[src/design/hdrdf_pkg.sv]
// Shared types, constants and helpers for the header deframer.
package hdrdf_pkg;

  localparam int HEADER_BYTES = 32;
  localparam int IDX_W        = $clog2(HEADER_BYTES);
  localparam int MAGIC_BYTES  = 4;
  localparam int REST_START   = MAGIC_BYTES;

  localparam logic [7:0]  MAX_VERSION_RST   = 8'd1;
  localparam logic [23:0] RESYNC_BUDGET_RST = 24'd4096;

  typedef enum logic [0:0] {
    REG_MAX_VERSION   = 1'b0,
    REG_RESYNC_BUDGET = 1'b1
  } cfg_reg_t;

  typedef enum logic [1:0] {
    ST_OK     = 2'd0,
    ST_RESYNC = 2'd1,
    ST_ERROR  = 2'd2
  } status_t;

  typedef enum logic [2:0] {
    PH_COLLECT = 3'b001,
    PH_SCAN    = 3'b010,
    PH_REST    = 3'b100
  } phase_t;

  typedef struct packed {
    logic [1:0]  status;
    logic [7:0]  version;
    logic [7:0]  flags;
    logic [7:0]  msg_type;
    logic [7:0]  model_code;
    logic [31:0] seq;
    logic [63:0] timestamp;
    logic [31:0] source_length;
    logic [31:0] body_length;
    logic [31:0] body_check;
    logic [31:0] bad_frame_total;
  } hdr_res_t;

  function automatic logic [7:0] magic_byte(input logic [1:0] pos);
    logic [7:0] m;
    case (pos)
      2'd0:    m = 8'h4E;
      2'd1:    m = 8'h50;
      2'd2:    m = 8'h53;
      2'd3:    m = 8'h54;
      default: m = 8'h4E;
    endcase
    return m;
  endfunction

endpackage

[src/design/header_deframer_magic_resync.sv]
// Top level of the header deframer with magic-word resync.
//
//  channel | direction | handshake            | payload
//  req     | in        | req_valid/req_stall  | byte_req
//  rsp     | out       | rsp_valid/rsp_stall  | status .. bad_frame_total
//  cfg     | in        | cfg_we               | cfg_index, cfg_data
//
// One byte per cycle while req_stall is low. A result is registered into the
// output register, or into the skid entry while the output is stalled. The
// 32-cell byte shift line advances on every accepted byte. Reset needs no
// clearing pass. An output register plus one skid entry absorb rsp stalls;
// req_stall rises only while the skid entry is occupied.
module header_deframer_magic_resync import hdrdf_pkg::*; (
  input  logic        clk,
  input  logic        rst,
  input  logic        req_valid,
  output logic        req_stall,
  input  logic [7:0]  byte_req,
  output logic        rsp_valid,
  input  logic        rsp_stall,
  output logic [1:0]  status,
  output logic [7:0]  version,
  output logic [7:0]  flags,
  output logic [7:0]  msg_type,
  output logic [7:0]  model_code,
  output logic [31:0] seq,
  output logic [63:0] timestamp,
  output logic [31:0] source_length,
  output logic [31:0] body_length,
  output logic [31:0] body_check,
  output logic [31:0] bad_frame_total,
  input  logic        cfg_we,
  input  logic [0:0]  cfg_index,
  input  logic [23:0] cfg_data
);

  logic [7:0]       cell_q [HEADER_BYTES];
  logic [7:0]       hn     [HEADER_BYTES];
  logic             accept;

  logic [7:0]       max_version;
  logic [23:0]      resync_budget;

  phase_t           phase, phase_next;
  logic [IDX_W-1:0] byte_index, byte_index_next;
  logic [2:0]       magic_progress, magic_progress_next;
  logic [23:0]      budget_left, budget_left_next;
  logic [31:0]      bad_frames_seen, bad_frames_seen_next;

  logic             emit;
  hdr_res_t         res_new;
  hdr_res_t         out_q, skid_q;
  logic             skid_valid;

  logic [23:0]      bl_dec;
  logic [2:0]       prog_inc;
  logic             hdr_ok;
  logic             take;

  assign accept    = req_valid && !req_stall;
  assign req_stall = skid_valid;
  assign take      = rsp_valid && !rsp_stall;

  genvar gi;
  generate
    for (gi = 0; gi < HEADER_BYTES; gi++) begin : g_cell
      if (gi == HEADER_BYTES - 1) begin : g_tail
        assign hn[gi] = byte_req;
      end else begin : g_body
        assign hn[gi] = cell_q[gi+1];
      end
      hdrdf_cell u_cell (
        .clk  (clk),
        .shift(accept),
        .din  (hn[gi]),
        .dout (cell_q[gi])
      );
    end
  endgenerate

  always_ff @(posedge clk) begin
    if (rst) begin
      max_version   <= MAX_VERSION_RST;
      resync_budget <= RESYNC_BUDGET_RST;
    end else if (cfg_we) begin
      case (cfg_index)
        REG_MAX_VERSION:   max_version   <= cfg_data[7:0];
        REG_RESYNC_BUDGET: resync_budget <= cfg_data;
        default: ;
      endcase
    end
  end

  assign bl_dec   = (budget_left != '0) ? budget_left - 24'd1 : budget_left;
  assign prog_inc = (byte_req == magic_byte(magic_progress[1:0])) ?
                    magic_progress + 3'd1 :
                    ((byte_req == magic_byte(2'd0)) ? 3'd1 : 3'd0);
  assign hdr_ok   = (hn[0] == magic_byte(2'd0)) && (hn[1] == magic_byte(2'd1)) &&
                    (hn[2] == magic_byte(2'd2)) && (hn[3] == magic_byte(2'd3)) &&
                    (hn[4] <= max_version) && (hn[6] != 8'd0);

  always_comb begin
    status_t st;
    phase_next           = phase;
    byte_index_next      = byte_index;
    magic_progress_next  = magic_progress;
    budget_left_next     = budget_left;
    bad_frames_seen_next = bad_frames_seen;
    emit                 = 1'b0;
    st                   = ST_ERROR;
    if (accept) begin
      case (phase)
        PH_SCAN: begin
          if (prog_inc == 3'(MAGIC_BYTES)) begin
            phase_next          = PH_REST;
            byte_index_next     = IDX_W'(REST_START);
            magic_progress_next = '0;
            budget_left_next    = bl_dec;
          end else if (bl_dec == '0) begin
            phase_next          = PH_COLLECT;
            byte_index_next     = '0;
            magic_progress_next = '0;
            budget_left_next    = bl_dec;
            emit                = 1'b1;
          end else begin
            magic_progress_next = prog_inc;
            budget_left_next    = bl_dec;
          end
        end
        PH_REST: begin
          byte_index_next = byte_index + IDX_W'(1);
          if (byte_index == IDX_W'(HEADER_BYTES - 1)) begin
            phase_next          = PH_COLLECT;
            byte_index_next     = '0;
            magic_progress_next = '0;
            emit                = 1'b1;
            st                  = (hn[4] <= max_version) ? ST_RESYNC : ST_ERROR;
          end
        end
        default: begin
          phase_next      = PH_COLLECT;
          byte_index_next = byte_index + IDX_W'(1);
          if (byte_index == IDX_W'(HEADER_BYTES - 1)) begin
            byte_index_next     = '0;
            magic_progress_next = '0;
            if (hdr_ok) begin
              emit = 1'b1;
              st   = ST_OK;
            end else begin
              bad_frames_seen_next = bad_frames_seen + 32'd1;
              budget_left_next     = resync_budget;
              if (resync_budget == '0) begin
                emit = 1'b1;
              end else begin
                phase_next = PH_SCAN;
              end
            end
          end
        end
      endcase
    end

    res_new = '0;
    res_new.status          = st;
    res_new.bad_frame_total = bad_frames_seen_next;
    if (st != ST_ERROR) begin
      res_new.version       = hn[4];
      res_new.flags         = hn[5];
      res_new.msg_type      = hn[6];
      res_new.model_code    = hn[7];
      res_new.seq           = {hn[11], hn[10], hn[9], hn[8]};
      res_new.timestamp     = {hn[19], hn[18], hn[17], hn[16],
                               hn[15], hn[14], hn[13], hn[12]};
      res_new.source_length = {hn[23], hn[22], hn[21], hn[20]};
      res_new.body_length   = {hn[27], hn[26], hn[25], hn[24]};
      res_new.body_check    = {hn[31], hn[30], hn[29], hn[28]};
    end
  end

  always_ff @(posedge clk) begin
    if (rst) begin
      phase           <= PH_COLLECT;
      byte_index      <= '0;
      magic_progress  <= '0;
      budget_left     <= RESYNC_BUDGET_RST;
      bad_frames_seen <= '0;
    end else begin
      phase           <= phase_next;
      byte_index      <= byte_index_next;
      magic_progress  <= magic_progress_next;
      budget_left     <= budget_left_next;
      bad_frames_seen <= bad_frames_seen_next;
    end
  end

  // output register and skid entry
  always_ff @(posedge clk) begin
    if (rst) begin
      rsp_valid  <= 1'b0;
      skid_valid <= 1'b0;
    end else if (!rsp_valid || take) begin
      if (skid_valid) begin
        rsp_valid  <= 1'b1;
        skid_valid <= 1'b0;
      end else begin
        rsp_valid <= emit;
      end
    end else if (emit) begin
      skid_valid <= 1'b1;
    end
  end

  always_ff @(posedge clk) begin
    if (!rsp_valid || take) begin
      if (skid_valid) begin
        out_q <= skid_q;
      end else if (emit) begin
        out_q <= res_new;
      end
    end else if (emit) begin
      skid_q <= res_new;
    end
  end

  assign status          = out_q.status;
  assign version         = out_q.version;
  assign flags           = out_q.flags;
  assign msg_type        = out_q.msg_type;
  assign model_code      = out_q.model_code;
  assign seq             = out_q.seq;
  assign timestamp       = out_q.timestamp;
  assign source_length   = out_q.source_length;
  assign body_length     = out_q.body_length;
  assign body_check      = out_q.body_check;
  assign bad_frame_total = out_q.bad_frame_total;

endmodule

[src/design/hdrdf_cell.sv]
// One byte cell of the header shift line.
module hdrdf_cell import hdrdf_pkg::*; (
  input  logic       clk,
  input  logic       shift,
  input  logic [7:0] din,
  output logic [7:0] dout
);

  always_ff @(posedge clk) begin
    if (shift) begin
      dout <= din;
    end
  end

endmodule

[config.mk]
export PLATFORM = sky130hd
export DESIGN_NAME = header_deframer_magic_resync
export DESIGN_NICKNAME = d
export VERILOG_FILES = /design/src/design/hdrdf_pkg.sv /design/src/design/header_deframer_magic_resync.sv /design/src/design/hdrdf_cell.sv
export SDC_FILE = /design/constraint.sdc
export NUM_CORES = 1
export LEC_CHECK = 0
export BUFFER_PORTS_ARGS = -buffer_cell sky130_fd_sc_hd__buf_2
export CORE_ASPECT_RATIO = 1.75
export CORE_MARGIN = 5
export CORE_UTILIZATION = 25
export DETAILED_ROUTE_END_ITERATION = 6
export PLACE_DENSITY = 0.5
export SLEW_MARGIN = 20
export SYNTH_ARGS = -nofsm -noshare
export SYNTH_HDL_FRONTEND = slang
export SYNTH_SLANG_ARGS = --single-unit
export TNS_END_PERCENT = 10
[constraint.sdc]
create_clock -name clk -period 43.7 [get_ports clk]
set_input_delay 6.555 -clock clk [delete_from_list [all_inputs] [get_ports clk]]
set_output_delay 6.555 -clock clk [all_outputs]
set_load 0.05 [all_outputs]
# Yosys cells after proc, flatten, opt, wreduce, memory -nomap -nowiden
# Index checks and enable logic that the tools add are counted.
[totals]
reg_bits = 865
latchBits = 0
ramBits = 0
mem_bits_ro = 0
wordCells = 159
n_memories = 0
[op_classes]
add_sub_neg = 4
multipliers = 0
n_div = 0
magnitude_cmp = 1
eq_ne = 17
n_shift = 0
muxes = 44
bitwise_logic = 3
n_reduce_logical = 28
[ops]
columns = ["op", "n"]
rows = [
  ["$mux W258", 2],
  ["$mux W224", 1],
  ["$mux W32", 4],
  ["$mux W24", 3],
  ["$logic_not A24 Y1", 2],
  ["$pmux W24 S2", 1],
  ["$eq A8 B7 Y1 const B", 5],
  ["$add A32 B1 Y32 const B", 1],
  ["$pmux W8 S4", 1],
  ["$mux W3", 8],
  ["$reduce_bool A24 Y1", 1],
  ["$sub A24 B1 Y24 const B", 1],
  ["$mux W5", 4],
  ["$mux W2", 8],
  ["$reduce_and A2 Y1", 6],
  ["$mux W1", 9],
  ["$eq A8 B8 Y1", 1],
  ["$le A8 B8 Y1", 1],
  ["$reduce_bool A8 Y1", 1],
  ["$logic_and A1 B1 Y1", 7],
  ["$eq A3 B3 Y1 const B", 2],
  ["$pmux W3 S2", 1],
  ["$add A5 B1 Y5 const B", 1],
  ["$eq A5 B5 Y1 const B", 1],
  ["17 further kinds", 25],
]

# Depth between registers and ports, before layout
# Gate-level depths: netlist (run 1).
[depth]
ltp_word = 14
depth_mapped = 13
mapped_depth_nobuf = 11

# By module
# A second synthesis (run 1) with hierarchy kept.
[hier_totals]
cells_unflattened = 2047
hier_area_um2 = 32411.1
[by_module_without_submodules]
columns = ["mod", "instances", "cells_per_inst", "area_each_um2", "seq_area_each_um2"]
rows = [
  ["header_deframer_magic_resync", 1, 1799, 24963.9, 17516.8],
  ["hdrdf_cell", 31, 8, 240.2, 240.2],
]

# Worst setup path after synthesis (run 1)
# No wires, ideal clock.
[synth_path]
path_kind = "input port to flip-flop"
startpoint = "in req_valid"
endpoint = "reg skid_q[0] (netlist bit) (enable)"
setup_ns = 0.881
arrival_ns = 21.136
t_required_ns = 42.819
setup_slack_ns = 21.684
stages = 7
path_buffers = 1
path_cell_list = "nand2b_1 > inv_1 > buf_2 > o21ai_0 > a21oi_1 > nand2b_1 > nor2_1"
[synth_via]
elab_chain_len = 3
[synth_lines]
columns = ["item", "line", "text"]
rows = [
  ["from (decl)", "header_deframer_magic_resync.sv:16", "input logic req_valid,"],
  ["$logic_and A1 B1 Y1", "header_deframer_magic_resync.sv:60", "assign accept = req_valid && !req_stall;"],
  ["named net accept", "header_deframer_magic_resync.sv:39", "logic accept;"],
  ["$mux W1", "header_deframer_magic_resync.sv:111", "if (accept) begin"],
  ["$reduce_and A2 Y1 (no source line)", "n/a", ""],
  ["to (signal assigned)", "header_deframer_magic_resync.sv:221", "skid_q <= res_new;"],
  ["to (decl)", "header_deframer_magic_resync.sv:52", "hdr_res_t out_q, skid_q;"],
]
# The timed path passes the listed nets, and every way through them passes these cells.
# A chain may end at the register's enable or synchronous reset.

# Final worst setup path (run 1)
[layout_path]
startpoint = "in req_valid"
endpoint = "reg out_q, in the netlist model_code[7] (enable)"
[layout_via]
elab_chain_len = 4
[layout_lines]
columns = ["item", "line", "text"]
rows = [
  ["$logic_and A1 B1 Y1", "header_deframer_magic_resync.sv:60", ""],
  ["$mux W1", "header_deframer_magic_resync.sv:111", ""],
  ["$reduce_bool A2 Y1 (no source line)", "n/a", ""],
  ["$reduce_and A2 Y1 (no source line)", "n/a", ""],
  ["to (signal assigned)", "header_deframer_magic_resync.sv:216", "out_q <= skid_q;"],
  ["to (signal assigned)", "header_deframer_magic_resync.sv:218", "out_q <= res_new;"],
  ["to (decl)", "header_deframer_magic_resync.sv:52", ""],
]
# Every way passes these cells.

==> impl_metrics.csv, run 1 <==
group,metric,value,unit
outcome,outcome,"finished, final reports clean",
timing,worst_pin_slew,1.08,ns
cts,root_buffer,"clkbuf_16",
timing,finalSetupViolations,0,
detailed_routing,drt-pass1-iter-count,4,
layout,area_growth,19.2,%
hold_path,hold_end,"g_cell[15].u_cell.dout[6]$_DFFE_PP_",
cts,clk_pin_slew,0.06,ns
worst_setup_path,crit_required,43.99,ns
detailed_routing,initialDrtViolationCount,1031,
timing,min_period_over_period,24.0,%
cts,cts_tree,"done",
power,finalPower,1.67,mW
run,drv_cap,0,
detailed_routing,wl,77.6,mm
cts,clock_latency,0.67,ns
die,initial_core_util,25.2,%
detailed_routing,post_drt_wl_per_cell,19.0,um
worst_setup_path,criticalPathCategory,"in2reg",
global_route,overflow,0,
global_route,antenna_found_initial,0,
synth,yosysSeqAreaShare,77.3,%
detailed_routing,num_vias,17500,
detailed_routing,vias_per_cell,4.28,
synth,synth-main-ff-cell,"edfxtp_1",
power,irDropWorstVdd,27.5,uV
layout,fillers,12800,
layout,multi_input_area,6930,um^2
die,num_rows,174,
timing,finalSetupTns,0,ns
timing,finClkSkew,0.0540,ns
layout,drive_gt1_share,20.1,%
worst_setup_path,reg2reg_from,"budget_left[0]$_SDFFE_PP0P_",
timing,slew_violations,0,
synth,ys_top_cells_by_area,"edfxtp_1 71%, dfxtp_1 6.3%, a21o_1 5.4%",
placed_design,dpl.hpwl,50.2,mm
die,die_x,282,um
synth,syn_nets,2091,
synth,postSynthAreaPerCell,15.9,um^2
cts,cts_setup_buffers,0,
global_route,grt_pass1_vias,17700,
detailed_routing,ant_nets,0,
global_route,grt_first_pass_wirelength,115,mm
synth,ys_types,66,
worst_setup_path,worstPathArrival,10.79,ns
cts,ctsResizeCount,0,
power,p_leak,15.7,nW
synth,yosysTopAreaCell,"edfxtp_1",
die,die_h,486,um
worst_setup_path,r2r_setup_slack,37.25,ns
cts,cts_buffers,83,
worst_setup_path,reg2reg_to,"model_code[7]$_DFFE_PP_",
synth,synth_seq_cells,865,
worst_setup_path,reg2reg_depth,13,
worst_setup_path,cp-start-kind,"primary input",
timing,timing.final.hold_violations,0,
synth,synth_edf_count,764,
worst_setup_path,end_kind,"flip-flop",
placed_design,port_buffers,297,
cts,clock_path_buffers,3,
hold_path,holdCritPathClass,"reg2reg",
timing,max_freq,95.3,MHz
die,dieArea,137000,um^2
die,coreArea,128000,um^2
global_route,grt.total_usage,11.0,%
cts,clock-sinks,865,
global_route,grt_max_degree,226,
synth,netlist.area_leader.share,71.0,%
timing,fin_crit,10.49,ns
timing,max_slew_margin,28.3,%
layout,seqCellArea,25000,um^2
detailed_routing,remaining_drc_errors,0,
synth,ys_async_sr_fraction,0,%
synth,synth_cells,2037,
synth,netlist_area,32300,um^2
synth,yosysWarnings,0,
layout,final_nets,2398,
cts,h-tree-depth,3,
cts,cts.hold.buffers_added,0,
die,pin_count,298,
hold_path,holdPathStages,0,
placed_design,gp_congestion,0.852,
worst_setup_path,crit_fanout,101,
hold_path,hold_path_startpoint,"g_cell[16].u_cell.dout[6]$_DFFE_PP_",
timing,rsz0062_at_grt,"no",
power,power_density,43.4,nW/um^2
## worst max path at each step
stage          slack [ns]       from                      end
2_1_floorplan       21.68  req_valid      skid_q[0]$_DFFE_PP_
3_3_place_gp        32.40  req_valid  model_code[2]$_DFFE_PP_
3_5_place_dp        32.34  req_valid  model_code[5]$_DFFE_PP_
4_1_cts             33.04  req_valid  model_code[7]$_DFFE_PP_
5_1_grt             32.70  req_valid  model_code[4]$_DFFE_PP_
6_report            33.21  req_valid  model_code[7]$_DFFE_PP_
## flip-flops by register name, summed over array words and instances, names as in the netlist, 2 cells and up
signal	count
bad_frame_total	32
bad_frames_seen	32
body_check	32
body_length	32
budget_left	24
byte_index	5
flags	8
g_cell.u_cell.dout	248
magic_progress	3
max_version	8
model_code	8
msg_type	8
phase	3
resync_budget	24
seq	32
skid_q	258
source_length	32
status	2
timestamp	64
version	8
## cell families after synthesis
logic type / Yosys count / synth area share [%]
simple gates: 574 / 9.99
xor+xnor: 40 / 1.08
flops: 865 / 77.3
fa+ha+maj: 16 / 0.620
compound gates: 388 / 8.38
mux: 37 / 1.27
buf+inv: 117 / 1.38
## per-stage QoR
| step | instances | util (%) | worst slack, ns | hold slack [ns] | cell area [um^2] |
|---|---|---|---|---|---|
| floorplan | 2037 | - | 21.68 | 0.417 | 32300 |
| detailed placement | 3930 | 27.8 | 32.34 | 0.423 | 35700 |
| global placement | 3930 | 27.8 | 32.40 | 0.419 | 35700 |
| CTS | 4084 | 30.0 | 33.04 | 0.400 | 38500 |
| finish | 4088 | 30.0 | 33.21 | 0.401 | 38500 |
| global route | 4085 | 30.0 | 32.70 | 0.412 | 38500 |
## synth_stat cells (all sizes together), types with 18 or more instances
library cell  instances
nor4                 19
and2                258
o21ai                33
nor3                 26
a21oi                66
xnor2                22
nand2               105
clkbuf               82
xor2                 18
nor2                 56
nand3                39
edfxtp              764
mux2                 33
a21o                231
dfxtp               101
inv                  25
## power breakdown
group | internal, mW | switching (mW) | leakage, nW
Clock | 0.414 | 0.321 | 1.34
Sequential | 0.907 | 0.0102 | 8.03
Combinational | 0.00495 | 0.0127 | 6.33
Total | 1.33 | 0.344 | 15.7
## cells in the final DEF (no fill, tap or decap), types with 9 or more instances in the layout
cell / Yosys / routed
a211oi_1: 10 / 10
clkinv_2: 0 / 10
xnor2_1: 22 / 22
o21ai_0: 31 / 31
buf_2: 5 / 297
and2_1: 258 / 258
bufinv_16: 0 / 9
nand2b_1: 9 / 9
inv_1: 25 / 24
and3_1: 13 / 13
clkbuf_16: 0 / 83
nor2_1: 56 / 54
nor3_1: 24 / 24
nor4_1: 16 / 16
ha_1: 16 / 16
xor2_1: 18 / 18
nand4_1: 12 / 12
a21oi_1: 66 / 65
mux2_2: 33 / 33
clkinv_1: 0 / 18
a21o_1: 231 / 231
clkbuf_1: 82 / 17
edfxtp_1: 764 / 764
buf_4: 0 / 13
nand2_1: 105 / 105
dfxtp_1: 101 / 100
nand3_1: 39 / 39
## final cells by class
cell class	instances	share of cell area, %
antenna	3	0.0195
clock buffer	104	5.70
clock inverter	50	1.45
inverter	25	0.263
multi-input combinational	1055	18.0
sequential	865	64.8
tap	1672	5.43
timing repair buffer	314	4.34
## critical path, cell delays in order
cell and delay, ns:
buf_2 0.08, nand2b_1 0.25, inv_8 0.52, o21ai_0 0.22
a21oi_1 0.20, nor2b_1 0.22, o21a_4 0.77, buf_4 0.88
buf_4 0.83
## routing by layer
layer  vias up  GRT usage (%)  wire length, um
li1       8263              -                -
met1      8661           14.1            34200
met2       453           18.2            36900
met3       100           2.60             4480
met4         0           3.88             2020
met5         -              0                0
(Power assumes the default switching activity.)
==> run 2: changes to the inputs <==
--- a/config.mk
+++ b/config.mk
@@ -10,7 +10,7 @@
 export CORE_MARGIN = 5
 export CORE_UTILIZATION = 25
 export DETAILED_ROUTE_END_ITERATION = 6
-export PLACE_DENSITY = 0.5
+export PLACE_DENSITY = 0.52
 export SLEW_MARGIN = 20
 export SYNTH_ARGS = -nofsm -noshare
 export SYNTH_HDL_FRONTEND = slang
==> constraint.sdc (replaced) <==
create_clock -name clk -period 9.24 [get_ports clk]
set_input_delay 1.386 -clock clk [delete_from_list [all_inputs] [get_ports clk]]
set_output_delay 1.386 -clock clk [all_outputs]
set_load 0.05 [all_outputs]
==> run 2 against run 1 <==
Effect of this change: count of clock-buffer cells in the layout shrank 9; cell count is essentially flat; sequential share of layout area shrank 0.086 points; largest power group unchanged; critical path type is now reg2reg; via count grew 1.0%; power grew to 4.7 times the previous value.
==> impl_metrics.csv, run 2 (synthesis results as in run 1) <==
group,metric,value,unit
die,die_h,486,um
global_route,antenna_found_initial,3,
layout,layout_common_cells,"764 x edfxtp_1, 297 x buf_2, 258 x and2_1",
cts,cts_buffers,83,
cts,cts.hold.buffers_added,0,
layout,regMostFlops,"skid_q",
cts,ctsResizeCount,0,
placed_design,placed_cell_area,35700,um^2
worst_setup_path,crit_fanout,137,
layout,seqCellArea,25000,um^2
worst_setup_path,worstPathArrival,5.40,ns
layout,drive_gt1_share,20.4,%
die,die_x,282,um
layout,layout_commonest_cell,"edfxtp_1",
die,num_rows,174,
layout,fillers,12900,
cts,clock_latency,0.67,ns
timing,finalSetupViolations,0,
timing,hold_ws,0.433,ns
die,initial_core_util,25.2,%
worst_setup_path,path_buf_inv,2,
timing,finalSetupTns,0,ns
global_route,grt_max_degree,186,
worst_setup_path,slowest_delay,0.60,ns
timing,finClkSkew,0.0662,ns
outcome,outcome,"finished, final reports clean",
detailed_routing,post_drt_wl_per_cell,18.9,um
detailed_routing,ant_nets,0,
worst_setup_path,crit_required,9.48,ns
cts,root_buffer,"clkbuf_16",
die,pin_count,298,
timing,max_freq,194,MHz
timing,max_slew_margin,19.3,%
layout,multi_input_area,6920,um^2
timing,rsz0062_at_grt,"no",
detailed_routing,vias_per_cell,4.32,
worst_setup_path,criticalPathCategory,"reg2reg",
die,coreArea,128000,um^2
power,power_density,205,nW/um^2
cts,cts_tree,"done",
run,drv_cap,0,
power,irDropWorstVdd,123,uV
detailed_routing,remaining_drc_errors,0,
cts,clk_pin_slew,0.07,ns
worst_setup_path,cp-start-kind,"flip-flop",
hold_path,holdCritPathClass,"reg2reg",
placed_design,gp_congestion,0.848,
timing,fin_crit,5.16,ns
timing,worst_pin_slew,1.21,ns
power,p_leak,15.7,nW
cts,cts_setup_buffers,0,
worst_setup_path,cp_cell_sequence,"inv_1 -> ha_1 -> or3b_2 -> nor2_1 -> xor2_1 -> nor3_1 -> o2111ai_1 -> nor4_4 -> a31oi_1 -> nor2b_1 -> o21a_4 -> buf_12",
cts,h-tree-depth,3,
worst_setup_path,crit_family,"simple AND/OR/NAND/NOR gates",
cts,clock_path_buffers,3,
detailed_routing,wl,77.1,mm
detailed_routing,drt-pass1-iter-count,5,
timing,min_period_over_period,55.9,%
die,dieArea,137000,um^2
layout,largest_register_ffs,258,
detailed_routing,initialDrtViolationCount,1084,
detailed_routing,num_vias,17700,
global_route,grt_pass1_vias,17900,
timing,slew_violations,0,
placed_design,dpl.hpwl,48.8,mm
timing,timing.final.hold_violations,0,
layout,design_area,38600,um^2
layout,area_growth,19.4,%
global_route,grt.total_usage,11.0,%
cts,clock-sinks,865,
global_route,grt_first_pass_wirelength,115,mm
placed_design,port_buffers,297,
global_route,overflow,0,
worst_setup_path,end_kind,"flip-flop",
layout,final_nets,2397,
worst_setup_path,slowest_stage,"nor4_4",
run 2: path summary, 6_finish.rpt:
check                                                          from                                   to  cells past startpoint  slack (ns)
worst max-delay path                    budget_left[0]$_SDFFE_PP0P_                    seq[24]$_DFFE_PP_                     12        4.08
worst max register to register          budget_left[0]$_SDFFE_PP0P_                    seq[24]$_DFFE_PP_                     12        4.08
worst min-delay path            g_cell[29].u_cell.dout[7]$_DFFE_PP_  g_cell[28].u_cell.dout[7]$_DFFE_PP_                      0        0.43
worst min register to register  g_cell[29].u_cell.dout[7]$_DFFE_PP_  g_cell[28].u_cell.dout[7]$_DFFE_PP_                      0        0.43
run 2: area by class of cell:
class	count	area share, %
tap	1672	5.42
sequential	865	64.7
timing repair buffer	313	4.38
inverter	25	0.263
antenna	4	0.0259
clock inverter	56	1.68
clock buffer	95	5.56
multi-input combinational	1055	17.9
run 2: stage by stage:
step                      util (%)  cells  total power [mW]  setup WS, ns
after global routing          30.0   4082              8.23          3.77
after detailed placement      27.8   3929              4.51          4.12
after floorplan                  -   2037              4.45          1.05
after CTS                     30.0   4080              8.07          4.06
after global placement        27.8   3929              4.51          4.15
final                         30.0   4085              7.92          4.08
run 2: power breakdown:
group / internal (mW) / switching (mW)
logic: 0.0234 / 0.0602
clock network: 1.95 / 1.56
registers: 4.29 / 0.0451
total: 6.26 / 1.66
run 2: routing by layer:
metal,wire length [um],vias up,track usage [%],part of all wire [%]
li1,-,8252,-,-
met1,34300,8792,14.6,44
met2,36600,483,17.9,47
met3,3990,128,2.16,5.2
met4,2280,0,3.96,3.0
met5,0,-,0,0
